[src/hw/rtl/adsr_eg_pkg.sv]
// ----------------------------------------------------------------------------
// adsr_eg_pkg
// Types and constants shared by the ADSR envelope generator modules.
// ----------------------------------------------------------------------------
package adsr_eg_pkg;

  localparam int unsigned LEVEL_W = 24;
  localparam int unsigned COEF_W  = 24;
  localparam int unsigned OUT_W   = 23;

  localparam logic signed [LEVEL_W-1:0] ONE_Q22       = 24'sd4194304;
  localparam logic signed [LEVEL_W-1:0] HALF_Q22      = 24'sd2097152;
  localparam logic signed [LEVEL_W-1:0] RELEASE_FLOOR = 24'sd419;
  localparam logic [OUT_W-1:0]          ONE_Q22_U     = 23'd4194304;

  typedef enum logic [2:0] {
    STAGE_IDLE    = 3'd0,
    STAGE_ATTACK  = 3'd1,
    STAGE_DECAY   = 3'd2,
    STAGE_SUSTAIN = 3'd3,
    STAGE_RELEASE = 3'd4
  } stage_t;

  typedef enum logic [2:0] {
    REG_ATTACK_COEF  = 3'd0,
    REG_ATTACK_BASE  = 3'd1,
    REG_DECAY_COEF   = 3'd2,
    REG_DECAY_BASE   = 3'd3,
    REG_SUSTAIN      = 3'd4,
    REG_RELEASE_COEF = 3'd5,
    REG_RELEASE_BASE = 3'd6
  } reg_index_t;

  typedef struct packed {
    logic signed [23:0] gate_sample;
    logic               last_in_block;
  } in_item_t;

  typedef struct packed {
    logic [22:0] envelope_level;
    logic [2:0]  envelope_stage;
    logic        block_end;
  } out_item_t;

  typedef struct packed {
    logic [COEF_W-1:0]         attack_coef;
    logic signed [LEVEL_W-1:0] attack_base;
    logic [COEF_W-1:0]         decay_coef;
    logic signed [LEVEL_W-1:0] decay_base;
    logic [OUT_W-1:0]          sustain_level;
    logic [COEF_W-1:0]         release_coef;
    logic signed [LEVEL_W-1:0] release_base;
  } cfg_t;

endpackage

[src/hw/rtl/adsr_eg_cfg.sv]
// ----------------------------------------------------------------------------
// adsr_eg_cfg
// Configuration register file: seven write-only registers.
// ----------------------------------------------------------------------------
module adsr_eg_cfg
  import adsr_eg_pkg::*;
(
  input  logic        clk,
  input  logic        rst_n,
  input  logic        cfg_we,
  input  logic [2:0]  cfg_index,
  input  logic [23:0] cfg_wdata,
  output cfg_t        cfg
);

  cfg_t             cfg_r;
  logic [OUT_W-1:0] sustain_wr;

  // clamp sustain to 1.0 on write
  always_comb begin
    sustain_wr = cfg_wdata[OUT_W-1:0];
    if (sustain_wr > ONE_Q22_U) begin
      sustain_wr = ONE_Q22_U;
    end
  end

  always_ff @(posedge clk) begin
    if (!rst_n) begin
      cfg_r.attack_coef   <= '0;
      cfg_r.attack_base   <= ONE_Q22;
      cfg_r.decay_coef    <= '0;
      cfg_r.decay_base    <= '0;
      cfg_r.sustain_level <= ONE_Q22_U;
      cfg_r.release_coef  <= '0;
      cfg_r.release_base  <= '0;
    end else if (cfg_we) begin
      case (cfg_index)
        REG_ATTACK_COEF:  cfg_r.attack_coef   <= cfg_wdata;
        REG_ATTACK_BASE:  cfg_r.attack_base   <= signed'(cfg_wdata);
        REG_DECAY_COEF:   cfg_r.decay_coef    <= cfg_wdata;
        REG_DECAY_BASE:   cfg_r.decay_base    <= signed'(cfg_wdata);
        REG_SUSTAIN:      cfg_r.sustain_level <= sustain_wr;
        REG_RELEASE_COEF: cfg_r.release_coef  <= cfg_wdata;
        REG_RELEASE_BASE: cfg_r.release_base  <= signed'(cfg_wdata);
        default: begin
        end
      endcase
    end
  end

  assign cfg = cfg_r;

endmodule

[src/hw/rtl/adsr_eg_one_pole.sv]
// ----------------------------------------------------------------------------
// adsr_eg_one_pole
// One-pole update: base + level * coef, floor rounded, saturated to 24 bits.
// ----------------------------------------------------------------------------
module adsr_eg_one_pole
  import adsr_eg_pkg::*;
(
  input  logic signed [LEVEL_W-1:0] base,
  input  logic signed [LEVEL_W-1:0] level,
  input  logic [COEF_W-1:0]         coef,
  output logic signed [LEVEL_W-1:0] result
);

  logic signed [LEVEL_W+COEF_W:0]   prod;
  logic signed [LEVEL_W:0]          prod_q;
  logic signed [LEVEL_W+1:0]        sum;

  // Q2.22 x Q0.24 -> Q2.46; arithmetic shift floors toward minus infinity
  assign prod   = level * signed'({1'b0, coef});
  assign prod_q = prod[LEVEL_W+COEF_W:COEF_W];
  assign sum    = {{2{base[LEVEL_W-1]}}, base} + {prod_q[LEVEL_W], prod_q};

  always_comb begin
    if (sum > 26'sd8388607) begin
      result = 24'sd8388607;
    end else if (sum < -26'sd8388608) begin
      result = -24'sd8388608;
    end else begin
      result = sum[LEVEL_W-1:0];
    end
  end

endmodule

[src/hw/rtl/adsr_eg_core.sv]
// ----------------------------------------------------------------------------
// adsr_eg_core
// Stage state machine, level register and result register.
// ----------------------------------------------------------------------------
module adsr_eg_core
  import adsr_eg_pkg::*;
(
  input  logic      clk,
  input  logic      rst_n,
  input  cfg_t      cfg,
  input  logic      req_valid,
  input  in_item_t  req_data,
  output logic      core_ready,
  output logic      out_valid,
  input  logic      out_stall,
  output out_item_t out_data
);

  stage_t                    stage_r, stage_nxt, stage_entry;
  logic signed [LEVEL_W-1:0] level_r, level_nxt;
  logic                      gate_was_r;
  logic                      out_valid_r;
  out_item_t                 out_data_r;
  logic                      gate_high;
  logic                      take;
  logic signed [LEVEL_W-1:0] pole_base;
  logic [COEF_W-1:0]         pole_coef;
  logic signed [LEVEL_W-1:0] pole_res;
  logic signed [LEVEL_W-1:0] sustain_s;
  logic [OUT_W-1:0]          shown;

  assign core_ready = !out_valid_r || !out_stall;
  assign take       = req_valid && core_ready;
  assign gate_high  = req_data.gate_sample > HALF_Q22;
  assign sustain_s  = signed'({1'b0, cfg.sustain_level});

  // gate edges pick the stage the update runs in
  always_comb begin
    stage_entry = stage_r;
    if (gate_high && !gate_was_r) begin
      stage_entry = STAGE_ATTACK;
    end else if (!gate_high && gate_was_r && stage_r != STAGE_IDLE) begin
      stage_entry = STAGE_RELEASE;
    end
  end

  always_comb begin
    case (stage_entry)
      STAGE_ATTACK: begin
        pole_base = cfg.attack_base;
        pole_coef = cfg.attack_coef;
      end
      STAGE_DECAY: begin
        pole_base = cfg.decay_base;
        pole_coef = cfg.decay_coef;
      end
      default: begin
        pole_base = cfg.release_base;
        pole_coef = cfg.release_coef;
      end
    endcase
  end

  adsr_eg_one_pole u_one_pole (
    .base   (pole_base),
    .level  (level_r),
    .coef   (pole_coef),
    .result (pole_res)
  );

  // next stage
  always_comb begin
    case (stage_entry)
      STAGE_ATTACK:  stage_nxt = (pole_res >= ONE_Q22) ? STAGE_DECAY : STAGE_ATTACK;
      STAGE_DECAY:   stage_nxt = (pole_res <= sustain_s) ? STAGE_SUSTAIN : STAGE_DECAY;
      STAGE_SUSTAIN: stage_nxt = STAGE_SUSTAIN;
      STAGE_RELEASE: stage_nxt = (pole_res <= RELEASE_FLOOR) ? STAGE_IDLE : STAGE_RELEASE;
      default:       stage_nxt = STAGE_IDLE;
    endcase
  end

  // next level
  always_comb begin
    case (stage_entry)
      STAGE_ATTACK:  level_nxt = (pole_res >= ONE_Q22) ? ONE_Q22 : pole_res;
      STAGE_DECAY:   level_nxt = (pole_res <= sustain_s) ? sustain_s : pole_res;
      STAGE_SUSTAIN: level_nxt = sustain_s;
      STAGE_RELEASE: level_nxt = (pole_res <= RELEASE_FLOOR) ? '0 : pole_res;
      default:       level_nxt = '0;
    endcase
  end

  // clamp the shown level to 0..1.0; the state keeps the raw value
  always_comb begin
    if (level_nxt[LEVEL_W-1]) begin
      shown = '0;
    end else if (level_nxt > ONE_Q22) begin
      shown = ONE_Q22_U;
    end else begin
      shown = level_nxt[OUT_W-1:0];
    end
  end

  always_ff @(posedge clk) begin
    if (!rst_n) begin
      stage_r     <= STAGE_IDLE;
      level_r     <= '0;
      gate_was_r  <= 1'b0;
      out_valid_r <= 1'b0;
    end else begin
      if (core_ready) begin
        out_valid_r <= req_valid;
      end
      if (take) begin
        stage_r    <= stage_nxt;
        level_r    <= level_nxt;
        gate_was_r <= gate_high;
      end
    end
  end

  always_ff @(posedge clk) begin
    if (take) begin
      out_data_r.envelope_level <= shown;
      out_data_r.envelope_stage <= stage_nxt;
      out_data_r.block_end      <= req_data.last_in_block;
    end
  end

  assign out_valid = out_valid_r;
  assign out_data  = out_data_r;

`ifndef SYNTH
  a_level_range: assert property (@(posedge clk) disable iff (!rst_n)
    out_valid_r |-> out_data_r.envelope_level <= ONE_Q22_U)
    else $error("envelope level above 1.0");

  a_idle_zero: assert property (@(posedge clk) disable iff (!rst_n)
    (out_valid_r && out_data_r.envelope_stage == STAGE_IDLE) |->
      out_data_r.envelope_level == '0)
    else $error("idle stage with nonzero level");

  a_attack_below_one: assert property (@(posedge clk) disable iff (!rst_n)
    (out_valid_r && out_data_r.envelope_stage == STAGE_ATTACK) |->
      out_data_r.envelope_level < ONE_Q22_U)
    else $error("attack shown at or above 1.0");

  a_stall_holds_state: assert property (@(posedge clk) disable iff (!rst_n)
    (out_valid_r && out_stall) |=> ($stable(stage_r) && $stable(level_r)))
    else $error("envelope state advanced under stall");
`endif

endmodule

[src/hw/rtl/adsr_envelope_generator_unit.sv]
// ----------------------------------------------------------------------------
// adsr_envelope_generator_unit
// Exponential one-pole ADSR envelope generator, one gate sample per request.
// ----------------------------------------------------------------------------
//  channel | direction | handshake          | payload
//  in_     | input     | in_valid/in_stall   | in_data  (gate_sample, last_in_block)
//  out_    | output    | out_valid/out_stall | out_data (level, stage, block_end)
//  cfg_    | input     | cfg_we              | cfg_index, cfg_wdata
//
//  One request per cycle unless out_stall holds it; a request passes the input register, then the result register.
//  The level feedback (multiply, add, saturate, threshold) closes through level_r alone.
//  rst_n is synchronous; it clears state to idle, level zero, and reloads registers.
//  out_stall holds the result register; the input register then fills and
//  raises in_stall.
// ----------------------------------------------------------------------------
module adsr_envelope_generator_unit
  import adsr_eg_pkg::*;
(
  input  logic        clk,
  input  logic        rst_n,
  input  logic        in_valid,
  output logic        in_stall,
  input  in_item_t    in_data,
  output logic        out_valid,
  input  logic        out_stall,
  output out_item_t   out_data,
  input  logic        cfg_we,
  input  logic [2:0]  cfg_index,
  input  logic [23:0] cfg_wdata
);

  cfg_t     cfg;
  logic     s1_valid_r;
  in_item_t s1_data_r;
  logic     core_ready;

  adsr_eg_cfg u_cfg (
    .clk       (clk),
    .rst_n     (rst_n),
    .cfg_we    (cfg_we),
    .cfg_index (cfg_index),
    .cfg_wdata (cfg_wdata),
    .cfg       (cfg)
  );

  // input register
  assign in_stall = s1_valid_r && !core_ready;

  always_ff @(posedge clk) begin
    if (!rst_n) begin
      s1_valid_r <= 1'b0;
    end else if (!in_stall) begin
      s1_valid_r <= in_valid;
    end
  end

  always_ff @(posedge clk) begin
    if (in_valid && !in_stall) begin
      s1_data_r <= in_data;
    end
  end

  adsr_eg_core u_core (
    .clk        (clk),
    .rst_n      (rst_n),
    .cfg        (cfg),
    .req_valid  (s1_valid_r),
    .req_data   (s1_data_r),
    .core_ready (core_ready),
    .out_valid  (out_valid),
    .out_stall  (out_stall),
    .out_data   (out_data)
  );

endmodule

[config.mk]
export PLATFORM = sky130hd
export DESIGN_NAME = adsr_envelope_generator_unit
export DESIGN_NICKNAME = d
export VERILOG_FILES = /design/src/hw/rtl/adsr_eg_pkg.sv /design/src/hw/rtl/adsr_eg_cfg.sv /design/src/hw/rtl/adsr_eg_one_pole.sv /design/src/hw/rtl/adsr_eg_core.sv /design/src/hw/rtl/adsr_envelope_generator_unit.sv
export SDC_FILE = /design/constraint.sdc
export NUM_CORES = 2
export LEC_CHECK = 0
export BUFFER_PORTS_ARGS = -buffer_cell sky130_fd_sc_hd__buf_2
export CAP_MARGIN = 20
export CORE_ASPECT_RATIO = 0.75
export CORE_MARGIN = 5
export CORE_UTILIZATION = 48
export DETAILED_ROUTE_END_ITERATION = 16
export GPL_TIMING_DRIVEN = 0
export PLACE_DENSITY = 0.7
export SYNTH_ARGS = -nofsm -noshare
export SYNTH_HDL_FRONTEND = slang
export SYNTH_SLANG_ARGS = --single-unit
[constraint.sdc]
create_clock -name clk -period 15.6 [get_ports clk]
set_input_delay 2.34 -clock clk [delete_from_list [all_inputs] [get_ports clk]]
set_output_delay 2.34 -clock clk [all_outputs]
set_load 0.1 [all_outputs]
==> run metrics <==
Final Hold Fails=0; area of the mapped netlist=31200 um2; Tcrit/Tclk final=97.7%; Tightest Pin Transition=1.06 ns; syn_area_per_cell=8.57 um2; Max Root-Sink Buffers=3; final-layout fill cell count=5956; via count=26.5k; initial antenna violation count=6; Worst setup EP type=register; die extent in y=231 um; Core Region=64900 um2; Iter 0 DRT Violations=3259; Slowest-stage cell, CP=fa_1; VDD IR max=80.9 uV; Clock Sinks=249; max_cap viols=0; I/O Pins=86; CP dominant cell by count=fa_1; GRT Overall Usage=28.5%; hold_buf cts=0; CTS tree=done; Ys Warns=0; first-pass GRT wire length=155000 um; H-tree Lvls=1; vias per std cell=5.70; footprint of the multi-input gates=23400 um2; final WL=101000 um; Area Growth Syn to Fin=10.0%; vias in the first global route=25.9k; Root Driver=clkbuf_16; Final nets=4539; relative slew slack=28.5%; net count after synthesis=4428; Worst-Skew Late Latency=0.54 ns; number of remaining DRC errors=0; Routed WL per cell=21.8 um; gr ovfl total=0; FF/Latch Area=5510 um2; Die W=304 um; drt first pass iters=8; pin count of the biggest net entering global routing=37; status=completed; synthesized instance count=3643; Die ar.=70300 um2; main flop type after synthesis=dfxtp_1; Final ANT Viol Nets=0; pwr/cell area=56.4 nW/um2; num rows=81; # setup viols final=0; CP Class=register to register; CP peak stage delay=0.54 ns; Critical Path Source Type=register; Pleak=16.0 nW; post-DP HPWL=82200 um; Worst-path clk slew=0.07 ns; Post-synth EDFFs=52; Num CTS Buffers=22; Hold Crit Class=register to register; setup TNS=0 ns; Seq cells post-synth=249; worst path arrival time=15.52 ns; Tmin final=15.24 ns; crit-path max FO=10; post-synthesis async set-or-reset flop share=0%; count of final max-slew check failures=0; placed insts=4578; GP Congestion=1.02; initial core utilization=48.1%; Max Fclk=0.0656 GHz; Final Skew=0.0259 ns; port bufs=63; sequential area share after synthesis=17.6%; Netlist cell types=91; Layout Cells excl Fill=4644; WP data required=15.88 ns; share of cells above drive strength 1=8.49%
==> cells in the final DEF (no fill, tap or decap), types with 28 or more instances in the layout <==
| cell type | Yosys | layout |
|---|---|---|
| inv_1 | 554 | 554 |
| ha_1 | 246 | 241 |
| o21ai_0 | 66 | 49 |
| nor2_1 | 97 | 92 |
| a21o_1 | 50 | 49 |
| a22oi_1 | 71 | 64 |
| fa_1 | 482 | 482 |
| and2_1 | 278 | 277 |
| a21oi_1 | 216 | 206 |
| a31oi_1 | 30 | 28 |
| edfxtp_1 | 52 | 52 |
| nand3_1 | 42 | 40 |
| buf_4 | 2 | 31 |
| nand2_1 | 737 | 723 |
| buf_2 | 6 | 70 |
| dfxtp_1 | 197 | 197 |
| clkbuf_1 | 190 | 147 |
==> state kept, by name, indices dropped and copies added, names as in the netlist <==
signal	flops
s1_data_r	25
s1_valid_r	1
u_cfg.cfg	167
u_core.gate_was_r	1
u_core.level_r	24
u_core.out_data	27
u_core.out_valid	1
u_core.stage_r	3
==> synth_stat cells (23+ instances only) <==
cell type	count	area, um2
nand2_1	737	2770
inv_1	554	2080
fa_1	482	9650
and2_1	278	1740
ha_1	246	3080
a21oi_1	216	1080
dfxtp_1	197	3940
clkbuf_1	190	713
nor2_1	97	364
a22oi_1	71	533
o21ai_0	66	330
edfxtp_1	52	1560
a21o_1	50	375
nand3_1	42	210
a31oi_1	30	188
xnor2_1	23	201
==> layout make-up <==
type,count,share of cell area (%)
clock inverter,8,0.281
timing repair buffer,90,1.64
clock buffer,32,1.86
antenna,3,0.0219
buffer,205,2.78
inverter,555,6.07
sequential,249,16.0
tap,871,3.17
multi-input combinational,2631,68.1
==> through the flow <==
stage / power [mW] / worst slack [ns] / area [um2] / hold WS [ns] / util (%)
5_1_grt: 2.01 / -0.0279 / 34300 / 0.445 / 52.9
2_1_floorplan: 1.09 / 1.96 / 31200 / 0.400 / -
6_report: 1.94 / 0.361 / 34300 / 0.425 / 52.9
3_5_place_dp: 1.29 / -2.49 / 32700 / 0.407 / 50.3
4_1_cts: 1.87 / 0.000703 / 33700 / 0.423 / 52.0
3_3_place_gp: 1.29 / -2.48 / 32600 / 0.403 / 50.3
==> final timing paths <==
kind | startpoint | to | slack, ns | cells past startpoint
worst max-delay path | s1_data_r[6] | u_core.out_data[23] | 0.36 | 57
worst min-delay path | s1_data_r[0] | u_core.out_data[0] | 0.43 | 0
worst max register to register | s1_data_r[6] | u_core.out_data[23] | 0.36 | 57
worst min register to register | s1_data_r[0] | u_core.out_data[0] | 0.43 | 0
==> power by group <==
part	total [mW]	internal (mW)	switching, mW
logic	0.662	0.204	0.458
clock network	0.572	0.320	0.252
registers	0.704	0.681	0.0239
total	1.94	1.20	0.734
==> routing by layer <==
layer	up-vias	global-route usage, %	share of wire [%]
li1	11800	-	-
met1	13000	42.3	43
met2	1540	39.2	40
met3	191	10.4	14
met4	12	7.82	3.2
met5	-	0	0.15
==> logic make-up after synthesis <==
| group | synth area share, % |
|---|---|
| flip-flops | 17.6 |
| XOR/XNOR | 1.12 |
| buffers and inverters | 9.29 |
| AO/OA/AOI/OAI | 12.0 |
| AND/OR/NAND/NOR | 18.9 |
| multiplexers | 0.236 |
| adder cells (fa/ha/maj) | 40.8 |
==> timing repair <==
action                     CTS  global route
setup buffers                4            22
setup endpoints to repair   48            48
resized for setup          101           146
pin swaps                    3            29
==> critical path, delay by kind of cell (launching register included) <==
family	cells	cell delay, ns
compound gates	26	5.72
xor+xnor	1	0.19
fa+ha+maj	10	4.50
buf+inv	10	1.55
flops	1	0.42
mux	1	0.29
simple gates	9	2.28
(Power assumes the default switching activity.)
